### src/rtl/wags_pkg.sv
`timescale 1ns / 1ps
// ----------------------------------------------------------------------------
// wags_pkg
// Shared widths, constants and control types for the wear-aware victim picker.
// ----------------------------------------------------------------------------
package wags_pkg;

    // Default sizes of the block table
    localparam int NUM_BLOCKS_DEF = 1024;
    localparam int BLK_PAGES_DEF  = 64;

    // Field widths
    localparam int BIDX_W  = 10;
    localparam int PLANE_W = 3;
    localparam int VP_W    = 7;
    localparam int LIFE_W  = 17;
    localparam int THR_W   = 8;
    localparam int SEED_W  = 32;
    localparam int DRAW_W  = 16;
    localparam int MINV_W  = 10;
    localparam int CIDX_W  = 2;

    // Configuration register indexes
    localparam logic [CIDX_W-1:0] CFG_WEAR_AGNOSTIC = 2'd0;
    localparam logic [CIDX_W-1:0] CFG_LIFE_THR      = 2'd1;
    localparam logic [CIDX_W-1:0] CFG_RANDOM_SEED   = 2'd2;

    // Reset values
    localparam logic [THR_W-1:0]  THR_RESET  = 8'd205;
    localparam logic [SEED_W-1:0] SEED_RESET = 32'd1;
    localparam logic [SEED_W-1:0] LFSR_TAPS  = 32'hD000_0001;

    // Input command codes
    localparam logic CMD_WRITE = 1'b0;
    localparam logic CMD_PICK  = 1'b1;

    // One table row
    typedef struct packed {
        logic [PLANE_W-1:0] plane;
        logic [VP_W-1:0]    vcount;
        logic [LIFE_W-1:0]  lifetime;
        logic               cleanable;
    } row_t;

    // Commands from the controller to the datapath
    typedef struct packed {
        logic clear_step;
        logic wr_entry;
        logic scan_init;
        logic scan_step;
        logic calc_rhs;
        logic pop_stack_rd;
        logic pop_tbl_rd;
        logic mul_life;
        logic draw;
        logic mul_draw;
        logic pop_drop;
        logic load_take;
        logic load_none;
    } cmd_t;

    // Status from the datapath to the controller
    typedef struct packed {
        logic clear_last;
        logic scan_last;
        logic stack_empty;
        logic depth_one;
        logic agnostic;
        logic below_thr;
        logic draw_ok;
    } sts_t;

endpackage

### src/rtl/wags_ctrl.sv
`timescale 1ns / 1ps
// ----------------------------------------------------------------------------
// wags_ctrl
// Sequencer: table clearing, scan, candidate pop loop and result hand-off.
// ----------------------------------------------------------------------------
module wags_ctrl (
    input  logic          aclk,
    input  logic          aresetn,
    input  logic          s_tvalid,
    output logic          s_tready,
    input  logic          in_command,
    output logic          m_tvalid,
    input  logic          m_tready,
    output wags_pkg::cmd_t cmd,
    input  wags_pkg::sts_t sts
);

    typedef enum logic [3:0] {
        ST_CLEAR, ST_IDLE, ST_SCAN, ST_FLUSH, ST_CALC, ST_POP_RD, ST_POP_TBL,
        ST_POP_MUL, ST_POP_CMP, ST_POP_DRAW, ST_POP_TEST, ST_FIN
    } state_t;

    state_t state_reg, state_next;
    logic   found_reg, found_next;
    logic   m_tvalid_reg, m_tvalid_next;
    logic   accept;
    logic   slot_free;

    assign s_tready  = (state_reg == ST_IDLE);
    assign accept    = s_tvalid && s_tready;
    assign m_tvalid  = m_tvalid_reg;
    assign slot_free = !m_tvalid_reg || m_tready;

    // Decode next state and commands
    always_comb begin
        state_next    = state_reg;
        found_next    = found_reg;
        m_tvalid_next = m_tvalid_reg && !m_tready;
        cmd           = '0;
        case (state_reg)
            ST_CLEAR: begin
                cmd.clear_step = 1'b1;
                if (sts.clear_last) begin
                    state_next = ST_IDLE;
                end
            end
            ST_IDLE: begin
                if (accept) begin
                    if (in_command == wags_pkg::CMD_PICK) begin
                        cmd.scan_init = 1'b1;
                        state_next    = ST_SCAN;
                    end else begin
                        cmd.wr_entry = 1'b1;
                    end
                end
            end
            ST_SCAN: begin
                cmd.scan_step = 1'b1;
                if (sts.scan_last) begin
                    state_next = ST_FLUSH;
                end
            end
            ST_FLUSH: begin
                state_next = ST_CALC;
            end
            ST_CALC: begin
                cmd.calc_rhs = 1'b1;
                if (sts.stack_empty) begin
                    found_next = 1'b0;
                    state_next = ST_FIN;
                end else begin
                    state_next = ST_POP_RD;
                end
            end
            ST_POP_RD: begin
                cmd.pop_stack_rd = 1'b1;
                state_next       = ST_POP_TBL;
            end
            ST_POP_TBL: begin
                cmd.pop_tbl_rd = 1'b1;
                state_next     = ST_POP_MUL;
            end
            ST_POP_MUL: begin
                cmd.mul_life = 1'b1;
                state_next   = ST_POP_CMP;
            end
            ST_POP_CMP: begin
                // Take at once unless wear limiting calls for a draw
                if (sts.depth_one || sts.agnostic || !sts.below_thr) begin
                    found_next = 1'b1;
                    state_next = ST_FIN;
                end else begin
                    cmd.draw   = 1'b1;
                    state_next = ST_POP_DRAW;
                end
            end
            ST_POP_DRAW: begin
                cmd.mul_draw = 1'b1;
                state_next   = ST_POP_TEST;
            end
            ST_POP_TEST: begin
                if (sts.draw_ok) begin
                    found_next = 1'b1;
                    state_next = ST_FIN;
                end else begin
                    cmd.pop_drop = 1'b1;
                    state_next   = ST_POP_RD;
                end
            end
            ST_FIN: begin
                // Hold until the output register can take the beat
                if (slot_free) begin
                    cmd.load_take = found_reg;
                    cmd.load_none = !found_reg;
                    m_tvalid_next = 1'b1;
                    state_next    = ST_IDLE;
                end
            end
            default: begin
                state_next = ST_IDLE;
            end
        endcase
    end

    always_ff @(posedge aclk) begin
        if (!aresetn) begin
            state_reg    <= ST_CLEAR;
            found_reg    <= 1'b0;
            m_tvalid_reg <= 1'b0;
        end else begin
            state_reg    <= state_next;
            found_reg    <= found_next;
            m_tvalid_reg <= m_tvalid_next;
        end
    end

endmodule

### config.mk
export PLATFORM = sky130hd
export DESIGN_NAME = wags_ctrl
export DESIGN_NICKNAME = d
export VERILOG_FILES = /design/src/rtl/wags_pkg.sv /design/src/rtl/wags_ctrl.sv
export SDC_FILE = /design/constraint.sdc
export NUM_CORES = 1
export LEC_CHECK = 0
export BUFFER_PORTS_ARGS = -buffer_cell sky130_fd_sc_hd__buf_2
export CAP_MARGIN = 20
export CORE_AREA = 2 2 39 41
export CTS_BUF_LIST = sky130_fd_sc_hd__clkbuf_4 sky130_fd_sc_hd__clkbuf_8
export DETAILED_ROUTE_END_ITERATION = 8
export DIE_AREA = 0 0 41 43
export GPL_TIMING_DRIVEN = 1
export PLACE_DENSITY = 0.68
export SETUP_SLACK_MARGIN = 0.2
export SYNTH_ARGS = -nofsm -noshare
export SYNTH_HDL_FRONTEND = slang
export SYNTH_SLANG_ARGS = --single-unit
### constraint.sdc
create_clock -name aclk -period 3.66 [get_ports aclk]
set_input_delay 0.732 -clock aclk [delete_from_list [all_inputs] [get_ports aclk]]
set_output_delay 0.732 -clock aclk [all_outputs]
set_load 0.005 [all_outputs]
==> results list <==
- The run finished with clean final reports.
* Worst reg2reg startpoint: state_reg[2]$_SDFFE_PN0P_
- TritonCTS clock tree: yes
- Total congestion overflow: 0
- Max-cap violations in this run came to 0.
- Summed over all layers, the routed wires come to 1240 microns.
- In the finished design, the share of the clock period the worst path needs comes to 0.652.
- Counting along the longest clock path gives a buffer depth of 2.
- In this run the number of H-tree levels came out at 1.
- Setup TNS: 0 ps
- Global placement routability congestion: roughly 0.82
- In this run the cell area of the synthesized design comes to slightly below 500 sq um.
- Entering global routing, the biggest net connects 17 pins.
* Flip-flop count of the largest register after layout: 4
- Number of antenna violations at the first check in global routing: 0
* Maximum fanout along the worst path: 16
- Compared with the post-synthesis result, the final layout area differs by 31.4%.
- Capture point of the critical path: cmd[1]
- DR vias/cell: ~5.3
- Total core area: between 1000 and 1500 sq um
- Number of diodes: 0
- Delay contributed by the slowest stage of the critical path: approximately 600 ps
- The root buffer cell chosen for the clock tree is sky130_fd_sc_hd__clkbuf_4.
- Derived from the worst setup path, the maximum achievable clock frequency is around 420 MHz.
- The final number of hold-violating endpoints came to 0.
- Clock transition at the registers of the reported paths: around 40 ps
- The worst setup path is captured at a primary output.
- The share of synthesized area in the top cell type comes to 0.247.
* # nets final: roughly 110
- Shortest period the worst path allows: around 2400 ps
- Summed over all cells, the static leakage comes to 0.300 nW.
- Logic depth of the worst register-to-register path: 4
- For this run, the share of the core covered by cells in the final layout is 0.462.
* Post-route DRC violation count: 0
- Max-slew violation count: 0
- HPWL after detailed placement: 987 microns
* Row cnt: 14
* Worst IR Drop VDD: approximately 220 uV
* Initial Utilization: 0.352
* Clock Latency Late Sink: 240 ps
* Crit. path cell count: 4
* Synth Warn #: 0
- Worst r2r dst: state_reg[3]$_SDFFE_PN0P_
* Die Outline Area: about 1800 sq um
- Number of DRC violations after detailed-routing iteration 0: 17
* Flop and latch count out of synthesis: 6
- After clock tree synthesis, the setup repair step added 0 buffers.
- Synthesis produced 70 cells.
- At the worst endpoint, the arrival time is 1650 ps.
- Die width: between 40 and 50 microns
- Post-Syn Nets: 82
- Ratio of cells with drive above 1 in the final layout: 0.305
* Total of endpoints with negative setup slack in the final report: 0
* Pre-Repair DR Iteration Count: 4
- The path class of the tightest hold or removal check is reg2reg.
- The via count of the first global-routing pass was 486.
- Port buffering added 26 buffers.
- The cell family contributing the most delay on the critical path is simple AND/OR/NAND/NOR gates.
- Traced cell by cell, the critical path runs through nand2b_1 -> or2_0 -> nor3b_1 -> buf_2.
- The routed layout has between 500 and 600 vias.
* Skew final: 3.85 ps
- Setup repair after global routing left no endpoint under its margin.
- Detail Route Antenna Nets: 0
* I/O pin count: 27
- At the worst endpoint, the required time is 2930 ps.
- Number of gates resized after cts: 0
- Cell with the biggest individual delay on the critical path: sky130_fd_sc_hd__dfxtp_1
- Crit path buf inv count: 1
- The share of the Yosys chip area taken by registers is 0.247.
- In this run the register-to-register setup slack is 2080 ps.
- In this run, CTS created clock tree buffers numbering 3.
- Die outline height: approximately 43 microns
- The critical path starts at state_reg[0]$_SDFFE_PN0P_.
* Routed length per placed instance: between 10 and 15 microns
* Transition time at the pin with the least slew margin: a little under 500 ps
- Cell type with the highest aggregate area in the netlist: sky130_fd_sc_hd__dfxtp_1
* Area contributors post-synth: sky130_fd_sc_hd__dfxtp_1, sky130_fd_sc_hd__nor2_1, sky130_fd_sc_hd__nand2b_1
* TritonCTS Sinks: 6
* Unique cell type count in the Yosys netlist: 28
- Avg Cell Area, Syn: around 7 sq um
- Max-slew headroom at the worst pin: 0.679
* Power density over the cells: between 400 and 500 nW/um^2
- STA classifies the critical path startpoint as a register.
- Commonest cells after routing, fill and taps aside: sky130_fd_sc_hd__buf_2, sky130_fd_sc_hd__nor2_1, sky130_fd_sc_hd__dfxtp_1
- Hold buffers post-CTS: 0
- Total global-route track usage: 0.172
* First-pass GRT wire length: about 2100 microns
* Worst setup path class: reg2out
- The library cell used most frequently in the layout, excluding fill and tap cells, is sky130_fd_sc_hd__buf_2.
## per-stage QoR
stage	setup WS [ps]	hold WS (ps)	std cells	total power [mW]	cell area (sq um)
after global routing	1100	608	111	0.348	639
final	1270	560	111	0.312	639
after global placement	1580	524	108	0.254	617
after CTS	1270	561	111	0.316	639
after detailed placement	1550	558	108	0.253	617
after floorplan	1800	503	70	0.213	487
## worst reg2reg max path, delay by kind of cell (launching register included)
kind             cells  cell delay, ps
AND/OR/NAND/NOR      2             620
flip-flops           1             600
AO/OA/AOI/OAI        2             300
## power by group
group	total [mW]	internal, mW	leakage (nW)	switching [mW]
sequential	0.117	0.0786	0.0489	0.0380
combinational	0.137	0.0679	0.238	0.0689
clock	0.0589	0.0370	0.0138	0.0219
total	0.312	0.183	0.300	0.129
## cell families (layout without fill, tap and decap cells)
kind of cell,Yosys count,count (layout),synth area share
compound gates,19,19,0.262
buf+inv,7,32,0.0642
flops,6,6,0.247
mux,1,1,0.0206
simple gates,37,37,0.406
## final cells by class
class / instances / area (sq um)
Fill cell: 154 / 744
Multi-Input combinational cell: 57 / 335
Timing Repair Buffer: 26 / 130
Sequential cell: 6 / 120
Clock buffer: 3 / 22.5
Tap cell: 16 / 20.0
Inverter: 3 / 11.3
## worst min-delay path by stage
stage	to	startpoint	depth (start not counted)
detailed placement	found_reg$_SDFFE_PN0P_	found_reg$_SDFFE_PN0P_	2
global route	found_reg$_SDFFE_PN0P_	found_reg$_SDFFE_PN0P_	2
CTS	found_reg$_SDFFE_PN0P_	found_reg$_SDFFE_PN0P_	2
finish	found_reg$_SDFFE_PN0P_	found_reg$_SDFFE_PN0P_	2
global placement	m_tvalid$_SDFF_PN0_	m_tvalid$_SDFF_PN0_	2
floorplan	m_tvalid$_SDFF_PN0_	m_tvalid$_SDFF_PN0_	2
## cells in the mapped netlist, drive strengths merged
cell type and n:
dfxtp 6, clkbuf 1, o31a 1, or2b 2
o21a 2, o21ai 4, nor2 10, a211oi 1
nor3b 1, or3b 1, nor3 3, inv 3
mux2i 1, a31oi 1, a21boi 1, nand2b 5
nand2 5, a21oi 5, or2 2, a311oi 3
buf 3, nor4 2, or4 2, and3 2
nand3 1, a2111o 1, nor2b 1
## routing by layer
| layer | GRT usage | share of wire | up-vias |
|---|---|---|---|
| met5 | 0 | 0 | - |
| met2 | 0.244 | 0.47 | 18 |
| li1 | - | - | 309 |
| met3 | 0.0524 | 0.063 | 2 |
| met1 | 0.232 | 0.45 | 256 |
| met4 | 0.0733 | 0.011 | 0 |
(Power assumes the default switching activity.)
